### src/hw/rtl/lfe_pkg.sv
// Shared types, constants and helpers for the LED fade engine.
package lfe_pkg;

  localparam int CHANNELS = 5;
  localparam int CH_W = (CHANNELS > 1) ? $clog2(CHANNELS) : 1;

  typedef enum logic [1:0] {
    OP_TICK   = 2'd0,
    OP_FADE   = 2'd1,
    OP_ADJUST = 2'd2,
    OP_HOLD   = 2'd3
  } op_t;

  typedef enum logic [3:0] {
    S_IDLE,
    S_RD,
    S_EXEC,
    S_CYCGO,
    S_CYC,
    S_DA,
    S_DB,
    S_DC,
    S_DONE
  } state_t;

  typedef struct packed {
    logic       running;
    logic [7:0] count;
    logic [7:0] delay;
    logic [7:0] step;
    logic [7:0] target;
    logic [7:0] current;
  } ent_t;

  localparam ent_t ENT_RESET = '{running: 1'b0, count: 8'd0, delay: 8'd1,
                                 step: 8'd1, target: 8'd0, current: 8'd0};

  function automatic logic [7:0] dist8(input logic [7:0] a, input logic [7:0] b);
    dist8 = (a > b) ? (a - b) : (b - a);
  endfunction

  function automatic logic [7:0] at_least1(input logic [7:0] v);
    at_least1 = (v == 8'd0) ? 8'd1 : v;
  endfunction

endpackage

### src/hw/rtl/lfe_div.sv
// Shared 8-bit restoring divider, one quotient bit per cycle.
module lfe_div
  import lfe_pkg::*;
(
  input  logic       clk,
  input  logic       rst,
  input  logic       start,
  input  logic [7:0] a,
  input  logic [7:0] b,
  output logic       done,
  output logic [7:0] q
);

  logic       busy;
  logic [3:0] cnt;
  logic [7:0] rem;
  logic [7:0] quo;
  logic [7:0] dvs;
  logic [8:0] shifted;
  logic [8:0] diff;

  assign shifted = {rem, quo[7]};
  assign diff    = shifted - {1'b0, dvs};
  assign q       = quo;

  always_ff @(posedge clk) begin
    if (rst) begin
      busy <= 1'b0;
      done <= 1'b0;
      cnt  <= 4'd0;
    end else if (start) begin
      busy <= 1'b1;
      done <= 1'b0;
      cnt  <= 4'd8;
    end else begin
      done <= busy && (cnt == 4'd1);
      if (busy) begin
        cnt <= cnt - 4'd1;
        if (cnt == 4'd1) busy <= 1'b0;
      end
    end
  end

  always_ff @(posedge clk) begin
    if (start) begin
      rem <= 8'd0;
      quo <= a;
      dvs <= b;
    end else if (busy) begin
      if (!diff[8]) begin
        rem <= diff[7:0];
        quo <= {quo[6:0], 1'b1};
      end else begin
        rem <= shifted[7:0];
        quo <= {quo[6:0], 1'b0};
      end
    end
  end

endmodule

### src/hw/rtl/lfe_chan.sv
// Per-channel timer countdown, level step and timer restart.
module lfe_chan
  import lfe_pkg::*;
(
  input  ent_t ent_in,
  input  logic tick,
  input  logic clr,
  output ent_t ent_out
);

  ent_t       e;
  logic [7:0] d;
  logic [7:0] mv;

  always_comb begin
    e  = ent_in;
    d  = dist8(ent_in.current, ent_in.target);
    mv = (d >= ent_in.step) ? ent_in.step : d;
    if (tick && ent_in.running) begin
      if (ent_in.count <= 8'd1) begin
        e.count   = 8'd0;
        e.running = 1'b0;
        if (ent_in.current < ent_in.target) begin
          e.current = ent_in.current + mv;
        end else if (ent_in.current > ent_in.target) begin
          e.current = ent_in.current - mv;
        end
      end else begin
        e.count = ent_in.count - 8'd1;
      end
    end
    if (clr) e.running = 1'b0;
    if (!e.running && (e.current != e.target) && (e.delay != 8'd0)) begin
      e.count   = e.delay;
      e.running = 1'b1;
    end
    ent_out = e;
  end

endmodule

### src/hw/rtl/multichannel_led_fade_engine.sv
// Tick and hold update each channel once; fade and adjust first scan every channel,
// then run one division and three more per non-widest channel on the one shared divider.
// Throughput: one request at a time; a finished result waits in the output register.
// Channel state lives in one synchronous RAM, one entry read and written per channel step.
// Reset clears control state; per-entry valid bits make unwritten entries read as
// level 0, target 0, step 1, delay 1, timer stopped.
module multichannel_led_fade_engine
  import lfe_pkg::*;
(
  input  logic             clk,
  input  logic             rst,
  input  logic             cmd_valid,
  output logic             cmd_stall,
  input  logic [1:0]       operation,
  input  logic signed [8:0] level_0,
  input  logic signed [8:0] level_1,
  input  logic signed [8:0] level_2,
  input  logic signed [8:0] level_3,
  input  logic signed [8:0] level_4,
  input  logic [7:0]       step_size,
  input  logic [7:0]       delay_ticks,
  output logic             res_valid,
  input  logic             res_stall,
  output logic [7:0]       now_0,
  output logic [7:0]       now_1,
  output logic [7:0]       now_2,
  output logic [7:0]       now_3,
  output logic [7:0]       now_4,
  output logic             all_reached
);

  state_t state, state_next;

  op_t              op;
  logic signed [8:0] lvl [CHANNELS];
  logic [7:0]       step_r;
  logic [7:0]       delay_r;
  logic [CH_W-1:0]  idx;
  logic             pass2;
  logic [CH_W-1:0]  widest;
  logic [7:0]       maxdist;
  logic [7:0]       cycles;
  logic [7:0]       mystep;
  logic [7:0]       now_q [CHANNELS];
  logic             reached;
  logic [7:0]       res_now [CHANNELS];
  logic             res_reached;

  ent_t             mem [CHANNELS];
  ent_t             rdata;
  logic             rd_ok;
  logic [CHANNELS-1:0] valid;
  ent_t             ent;

  logic             accept;
  logic             derive;
  logic             last;
  logic             slot_free;
  logic             mem_re;
  logic             mem_we;
  logic             fin;
  ent_t             wdata;
  ent_t             p1ent;
  ent_t             cin;
  ent_t             cout;
  logic             ctick;
  logic             cclr;
  logic [7:0]       newtgt;
  logic [7:0]       newdist;
  logic [7:0]       d;
  logic [9:0]       sum;
  logic [15:0]      prod;
  logic [7:0]       mydelay;

  logic             div_start;
  logic [7:0]       div_a;
  logic [7:0]       div_b;
  logic             div_done;
  logic [7:0]       div_q;

  lfe_div u_div (
    .clk   (clk),
    .rst   (rst),
    .start (div_start),
    .a     (div_a),
    .b     (div_b),
    .done  (div_done),
    .q     (div_q)
  );

  lfe_chan u_chan (
    .ent_in  (cin),
    .tick    (ctick),
    .clr     (cclr),
    .ent_out (cout)
  );

  assign cmd_stall   = (state != S_IDLE);
  assign accept      = cmd_valid && !cmd_stall;
  assign derive      = (op == OP_FADE) || (op == OP_ADJUST);
  assign last        = (idx == CH_W'(CHANNELS - 1));
  assign slot_free   = !res_valid || !res_stall;
  assign ent         = rd_ok ? rdata : ENT_RESET;
  assign d           = dist8(ent.current, ent.target);
  assign prod        = 16'(div_q) * 16'(delay_r);
  assign mydelay     = at_least1(prod[7:0]);

  assign now_0       = res_now[0];
  assign now_1       = res_now[1];
  assign now_2       = res_now[2];
  assign now_3       = res_now[3];
  assign now_4       = res_now[4];
  assign all_reached = res_reached;

  // new target for the first pass of fade and adjust
  always_comb begin
    sum = {2'b00, ent.target} + {lvl[idx][8], lvl[idx]};
    if (op == OP_FADE) begin
      newtgt = lvl[idx][8] ? 8'd0 : lvl[idx][7:0];
    end else if (sum[9]) begin
      newtgt = 8'd0;
    end else if (sum[8]) begin
      newtgt = 8'd255;
    end else begin
      newtgt = sum[7:0];
    end
    newdist      = dist8(ent.current, newtgt);
    p1ent        = ent;
    p1ent.target = newtgt;
  end

  always_comb begin
    state_next = state;
    case (state)
      S_IDLE:  if (cmd_valid) state_next = S_RD;
      S_RD:    state_next = S_EXEC;
      S_EXEC: begin
        if (derive && !pass2) begin
          state_next = last ? S_CYCGO : S_RD;
        end else if (derive && (idx != widest)) begin
          state_next = S_DA;
        end else begin
          state_next = last ? S_DONE : S_RD;
        end
      end
      S_CYCGO: state_next = S_CYC;
      S_CYC:   if (div_done) state_next = S_RD;
      S_DA:    if (div_done) state_next = S_DB;
      S_DB:    if (div_done) state_next = S_DC;
      S_DC:    if (div_done) state_next = last ? S_DONE : S_RD;
      S_DONE:  if (slot_free) state_next = S_IDLE;
      default: state_next = S_IDLE;
    endcase
  end

  always_comb begin
    mem_re    = 1'b0;
    mem_we    = 1'b0;
    fin       = 1'b0;
    div_start = 1'b0;
    div_a     = d;
    div_b     = cycles;
    case (state)
      S_RD: mem_re = 1'b1;
      S_EXEC: begin
        mem_we = 1'b1;
        if (derive && pass2 && (idx != widest)) begin
          mem_we    = 1'b0;
          div_start = 1'b1;
        end else if (!(derive && !pass2)) begin
          fin = 1'b1;
        end
      end
      S_CYCGO: begin
        div_start = 1'b1;
        div_a     = maxdist;
        div_b     = step_r;
      end
      S_DA: begin
        div_start = div_done;
        div_b     = at_least1(div_q);
      end
      S_DB: begin
        div_start = div_done;
        div_a     = cycles;
        div_b     = at_least1(div_q);
      end
      S_DC: begin
        mem_we = div_done;
        fin    = div_done;
      end
      default: ;
    endcase
  end

  // entry fed to the channel update for the last write of each channel
  always_comb begin
    cin   = ent;
    ctick = 1'b0;
    cclr  = 1'b1;
    case (op)
      OP_TICK: begin
        ctick = 1'b1;
        cclr  = 1'b0;
      end
      OP_HOLD: cin.target = ent.current;
      OP_FADE, OP_ADJUST: begin
        if (state == S_EXEC) begin
          cin.step  = step_r;
          cin.delay = delay_r;
        end else begin
          cin.step  = mystep;
          cin.delay = mydelay;
        end
      end
      default: ;
    endcase
    wdata = fin ? cout : p1ent;
  end

  always_ff @(posedge clk) begin
    if (mem_we) mem[idx] <= wdata;
    if (mem_re) begin
      rdata <= mem[idx];
      rd_ok <= valid[idx];
    end
  end

  always_ff @(posedge clk) begin
    if (rst) begin
      valid <= '0;
    end else if (mem_we) begin
      valid[idx] <= 1'b1;
    end
  end

  always_ff @(posedge clk) begin
    if (rst) begin
      state     <= S_IDLE;
      res_valid <= 1'b0;
    end else begin
      state <= state_next;
      if ((state == S_DONE) && slot_free) res_valid <= 1'b1;
      else if (!res_stall) res_valid <= 1'b0;
    end
  end

  always_ff @(posedge clk) begin
    if (accept) begin
      op      <= op_t'(operation);
      lvl[0]  <= level_0;
      lvl[1]  <= level_1;
      lvl[2]  <= level_2;
      lvl[3]  <= level_3;
      lvl[4]  <= level_4;
      step_r  <= at_least1(step_size);
      delay_r <= (op_t'(operation) == OP_FADE) ? at_least1(delay_ticks) : delay_ticks;
      idx     <= '0;
      pass2   <= 1'b0;
      widest  <= '0;
      maxdist <= 8'd0;
      reached <= 1'b1;
    end
    if ((state == S_EXEC) && derive && !pass2 && (newdist > maxdist)) begin
      maxdist <= newdist;
      widest  <= idx;
    end
    if ((state == S_CYC) && div_done) begin
      cycles <= at_least1(div_q);
      pass2  <= 1'b1;
      idx    <= '0;
    end
    if ((state == S_DA) && div_done) mystep <= at_least1(div_q);
    if ((state == S_EXEC) && (state_next == S_RD)) idx <= idx + CH_W'(1);
    if ((state == S_DC) && div_done && !last) idx <= idx + CH_W'(1);
    if (fin) begin
      now_q[idx] <= cout.current;
      if (cout.current != cout.target) reached <= 1'b0;
    end
    if ((state == S_DONE) && slot_free) begin
      res_now     <= now_q;
      res_reached <= reached;
    end
  end

endmodule
### config.mk
export PLATFORM = sky130hd
export DESIGN_NAME = multichannel_led_fade_engine
export DESIGN_NICKNAME = d
export VERILOG_FILES = /design/src/hw/rtl/lfe_pkg.sv /design/src/hw/rtl/lfe_div.sv /design/src/hw/rtl/lfe_chan.sv /design/src/hw/rtl/multichannel_led_fade_engine.sv
export SDC_FILE = /design/constraint.sdc
export NUM_CORES = 1
export LEC_CHECK = 0
export BUFFER_PORTS_ARGS = -buffer_cell sky130_fd_sc_hd__buf_4
export CORE_MARGIN = 2
export CORE_UTILIZATION = 62
export DETAILED_ROUTE_END_ITERATION = 10
export HOLD_SLACK_MARGIN = 0.15
export PLACE_DENSITY = 0.78
export REMOVE_ABC_BUFFERS = 1
export SLEW_MARGIN = 20
export SYNTH_ARGS = -nofsm -noshare
export SYNTH_HDL_FRONTEND = slang
export SYNTH_SLANG_ARGS = --single-unit
### constraint.sdc
create_clock -name clk -period 10 [get_ports clk]
set_input_delay 0.5 -clock clk [delete_from_list [all_inputs] [get_ports clk]]
set_output_delay 0.5 -clock clk [all_outputs]
set_load 0.01 [all_outputs]
* Word level (Yosys, flattened, before mapping)
Memory sizes are Yosys's and may differ from the RTL's. A register that Yosys moved wholly into a read port is not among the register bits. Cells that the tools add are included.
Operators by class: $mul 1, bitwise gates (word level) 2, magnitude comparators 11, reduce and logical (&&, ||, !) cells 42, $add $sub $neg 13, eq/ne operators 18, mux-type cells 81
Operators by type and width (number):
- 8-bit two-way mux | 24
- 41-bit two-way mux | 2
- 8-bit subtractor | 7
- 4-bit two-way mux | 11
- 40-bit bitwise mux | 1
- 4-bit case mux with 9 select lines | 1
- 8-bit greater-than comparator | 4
- 8-bit zero test | 4
- 16-bit two-way mux | 2
- 8-bit case mux with 2 select lines | 2
- 8-bit demux with 3-bit select | 1
- 1-bit two-way mux | 23
- 1-bit logical AND | 20
- 3-bit two-way mux | 6
- 9-bit two-way mux | 2
- 4-bit by 3-bit == test with 1-bit output, second input constant | 4
- 4-bit by 1-bit == test with 1-bit output, second input constant | 3
- 9-bit by 9-bit adder with 10-bit output | 1
- 9-bit by 8-bit subtractor with 9-bit output | 1
- 8-bit adder | 1
- 4-bit by 2-bit == test with 1-bit output, second input constant | 2
- 8-bit >= comparator | 1
- 8-bit by 1-bit <= comparator with 1-bit output, second input constant | 1
- 8-bit less-than comparator | 1
- 30 further kinds | 43
Storage, ports and cells: logic and storage cells 202, input port bits 67, bits in writable memories 250, register bits after elaboration 172, memories kept 2, output and inout bits 43
Memories:
- mem | depth 5, width 41, rd ports 1, clocked after memory_dff 1, wr ports 1, line multichannel_led_fade_engine.sv:49 | ent_t mem [CHANNELS];
- lvl | depth 5, width 9, rd ports 1, clocked after memory_dff 1, wr ports 5, line multichannel_led_fade_engine.sv:35 | logic signed [8:0] lvl [CHANNELS];

* Depth between registers and ports, before layout
word-level depth 17, depth in mapped cells 43

* By module
From an unflattened synthesis, not the netlist that was laid out.
Unflattened totals: cells, all modules 2043, area total of the unflattened synthesis 24214.5 sq um
Modules (own cells, without submodules):
- multichannel_led_fade_engine | cells an instance 1524, seq. area each 12942.4 sq um, area an instance 19940.4 sq um, times used 1
- lfe_chan | cells an instance 358, seq. area each 0.0 sq um, area an instance 2605.0 sq um, times used 1
- lfe_div | cells an instance 161, seq. area each 760.7 sq um, area an instance 1669.1 sq um, times used 1

* Worst setup path before layout
Ideal clock, no wire load.
path type register -> register, from register rd_ok, to memory mem[0][37] (netlist name), data pin, path buffers 6, cell stages (with the launch flop) 40, required time 9.800 ns, path slack 1.012 ns, arrival time 8.788 ns, cell sequence edfxtp_1 -> clkbuf_1 -> clkbuf_1 -> clkbuf_1 -> nand2_1 -> inv_1 -> nand2_1 -> o21ai_0 -> inv_1 -> ha_1 -> a21oi_1 -> o21ai_0 -> o31a_1 -> buf_6 -> nand2_1 -> and2_1 -> a31oi_1 -> a221o_1 -> [4 not listed] -> o21ai_1 -> clkbuf_1 -> o21ai_0 -> ha_1 -> fa_1 -> or2_2 -> a221oi_1 -> o21ai_1 -> a21oi_1 -> nor3b_1 -> a221oi_2 -> xnor2_1 -> or4_4 -> a211oi_2 -> nor4_4 -> buf_6 -> a2111o_1 -> a31oi_1
RTL lines:
- start: declaration | line multichannel_led_fade_engine.sv:51 | logic rd_ok;
- start signal: assignment | line multichannel_led_fade_engine.sv:225 | rd_ok <= valid[idx];
- end: declaration | line multichannel_led_fade_engine.sv:49

==> flow_metrics.py <==
metrics = {
    "pwr": {
        "p_clk_frac": 0.298,
        "vdd_ir_drop_max_mv": 0.154,
        "switching_share": 0.320,
        "p_comb_frac": 0.297,
        "p_switching_mw": 1.84,
        "p_leak_nw": 10.4,
        "p_per_area_mw_per_mm2": 212,
        "p_int_mw": 3.91,
        "p_seq_frac": 0.405,
    },
    "clock_network": {
        "cts_buffers": 46,
        "cts_resized": 0,
        "clockBufferDepth": 3,
        "cts.sinks": 466,
        "cts-root-buf": "clkbuf_16",
        "cts_max_level": 2,
        "clk_pin_slew_ns": 0.06,
        "clk_latency_ns": 0.59,
        "cts_tree": "yes",
    },
    "die": {
        "num_rows": 71,
        "start_util": 0.628,
        "core_area_sq_mm": 0.0375,
        "die_w_um": 199,
        "ioPinCount": 110,
        "dieHeight_um": 199,
        "die-area_sq_mm": 0.0395,
    },
    "global_route": {
        "grt-ovfl-total": 0,
        "grt_pass1_vias": 15996,
        "antenna_found_initial": 0,
        "track_usage": 0.311,
        "grt_pass1_wl_um": 91500,
        "grt_max_degree": 94,
    },
    "routing": {
        "drc": 0,
        "dr.pass1.iters": 8,
        "wl_per_cell_um": 22.5,
        "wl_met1_um": 24400,
        "drtIter0Drc": 1848,
        "top_layer_used": "met4",
        "vias": 16536,
        "wirelength_um": 60400,
        "ant_nets": 0,
        "dr_wl_met2_um": 28200,
        "via_per_inst": 6.15,
        "dr_wl_met3_um": 5040,
    },
    "sta": {
        "finalCritPeriodShare": 0.919,
        "finalMaxSlewViolations": 0,
        "clock_skew_ns": 0.0160,
        "timing.hold.ws_ns": 0.200,
        "fin_crit_ns": 9.19,
        "relSlewSlack": 0.278,
        "setup_viol_count_final": 0,
        "rsz0062_at_grt": "no",
        "setup_tns_ns": 0,
        "worst_pin_slew_ns": 1.08,
        "max_freq_ghz": 0.109,
        "setup_ws_ns": 0.806,
        "hold_viol": 0,
    },
    "final_layout": {
        "layout_common_cells": "edfxtp_1 (437), nand2_1 (186), buf_4 (155)",
        "drive_above_1_share": 0.134,
        "final_common_cell": "edfxtp_1",
        "num-nets-final": 2338,
        "finalNonFillerCells": 2690,
        "diodes": 0,
        "areaGrowthSynthToFinish_pct": 15.2,
    },
    "logic_synthesis": {
        "ys_types": 89,
        "yosys_register_bits": 466,
        "yosys-top-cells-area": "edfxtp_1 (56%), ha_1 (6.0%), a21oi_1 (3.0%)",
        "synth_flop_cell": "edfxtp_1",
        "synth_top_cell_by_area": "edfxtp_1",
        "syn_avg_cell_area_sq_um": 11.9,
        "yosysTopAreaCellShare": 0.558,
        "ys_warn_count": 0,
        "async_flop_share": 0,
        "synth-edff-count": 437,
        "ys_seq_area_frac": 0.582,
        "synth_area_sq_mm": 0.0235,
        "syn_inst": 1985,
    },
    "worst_setup_path": {
        "worst-path-max-fanout": 17,
        "max_stage_delay_ns": 0.59,
        "cp.arrival_ns": 9.53,
        "critPathCaptureType": "flop",
        "cp-start-kind": "flop",
        "crit_top_cell": "ha_1",
        "cp.required_ns": 10.33,
        "worstReg2RegStart": "op[0]",
        "path_class": "flop to flop",
        "slowest_stage": "ha_1",
        "critPathLaunch": "op[0]",
    },
    "place": {
        "hpwl_um": 40100,
        "place_congestion": 1.04,
        "portBuffers": 109,
        "dp_slack_ns": 0.771,
        "dpl.cell_count": 2541,
    },
    "flow_run": {
        "cap_violations": 0,
    },
    "worst_hold_path": {
        "hold_start": "rst",
        "hp-class": "input pin to flop",
    },
    "status": {
        "status": "finished, final reports clean",
    },
}
## kinds of logic after synthesis
logic type / synth area share
adder cells (fa/ha/maj): 0.0740
AO/OA/AOI/OAI: 0.133
AND/OR/NAND/NOR: 0.0999
flip-flops: 0.582
buffers and inverters: 0.0416
multiplexers: 0.0440
XOR/XNOR: 0.0257
## cells in the mapped netlist (17+ instances only)
library cell,n
xor2_1,21
nor3_1,19
ha_1,112
nand3_1,21
a21o_1,27
mux2i_1,67
o21ai_0,111
fa_1,17
a21oi_1,141
nor2_1,156
clkbuf_1,87
a31oi_1,21
a22oi_1,46
and2_1,41
inv_1,136
nor2b_1,17
nand2_1,186
edfxtp_1,437
xnor2_1,45
dfxtp_1,29
## worst paths after layout
check / cells after the start / end / slack, ns
min reg2reg: 0 / now_0[5] / 0.42
max reg2reg: 29 / mem[0][37] / 0.81
min: 2 / u_div.cnt[3] / 0.20
max: 29 / mem[0][37] / 0.81
## metal layers
layer  GRT usage  up-vias
li1            -     7561
met1       0.420     7932
met2       0.496      890
met3      0.0470      153
met4       0.152        0
met5           0        -
## critical path, delay by kind of cell, from the launching register on
kind / cells / cell delay [ns]
flip-flops: 1 / 0.40
AO/OA/AOI/OAI: 16 / 4.49
adder cells (fa/ha/maj): 5 / 2.09
AND/OR/NAND/NOR: 6 / 1.65
XOR/XNOR: 2 / 0.28
## sequential cells by signal, indices dropped and copies added (netlist names), 4 cells and up, named ones only
name	count
now_4	8
maxdist	8
mystep	8
rdata	41
now_2	8
now_q	40
mem	205
step_r	8
now_0	8
now_3	8
u_div.dvs	8
lvl	45
cycles	8
u_div.q	8
valid	5
delay_r	8
u_div.rem	8
state	4
now_1	8
u_div.cnt	4
## power by group through the flow
stage | logic, mW | clock network, mW | registers [mW]
after floorplan | 1.17 | 0 | 2.36
after detailed placement | 1.66 | 0 | 2.37
after global routing | 1.88 | 1.81 | 2.34
after CTS | 1.69 | 1.73 | 2.33
final | 1.71 | 1.71 | 2.33
after global placement | 1.63 | 0 | 2.36
## layout make-up
class | instances | area (sq um)
Clock inverter | 29 | 270
Sequential cell | 466 | 13700
Inverter | 138 | 518
Clock buffer | 56 | 1220
Fill cell | 2484 | 10400
Tap cell | 511 | 639
Multi-Input combinational cell | 1272 | 8950
Timing Repair Buffer | 218 | 1810
## metrics by stage
stage               utilization  instance area, sq um  power [mW]
floorplan                     -                 23100        3.54
detailed placement        0.666                 25000        4.03
global placement          0.666                 25000        3.99
CTS                       0.722                 27100        5.75
global route              0.723                 27100        6.02
finish                    0.723                 27100        5.75
## repair_timing
action / CTS / global route
setup endpoints to repair: 0 / 5
buffers inserted: 0 / 1
hold buffers: 62 / 0
hold endpoints to repair: 62 / 0
No activity file was read; power rests on OpenSTA's default activity.
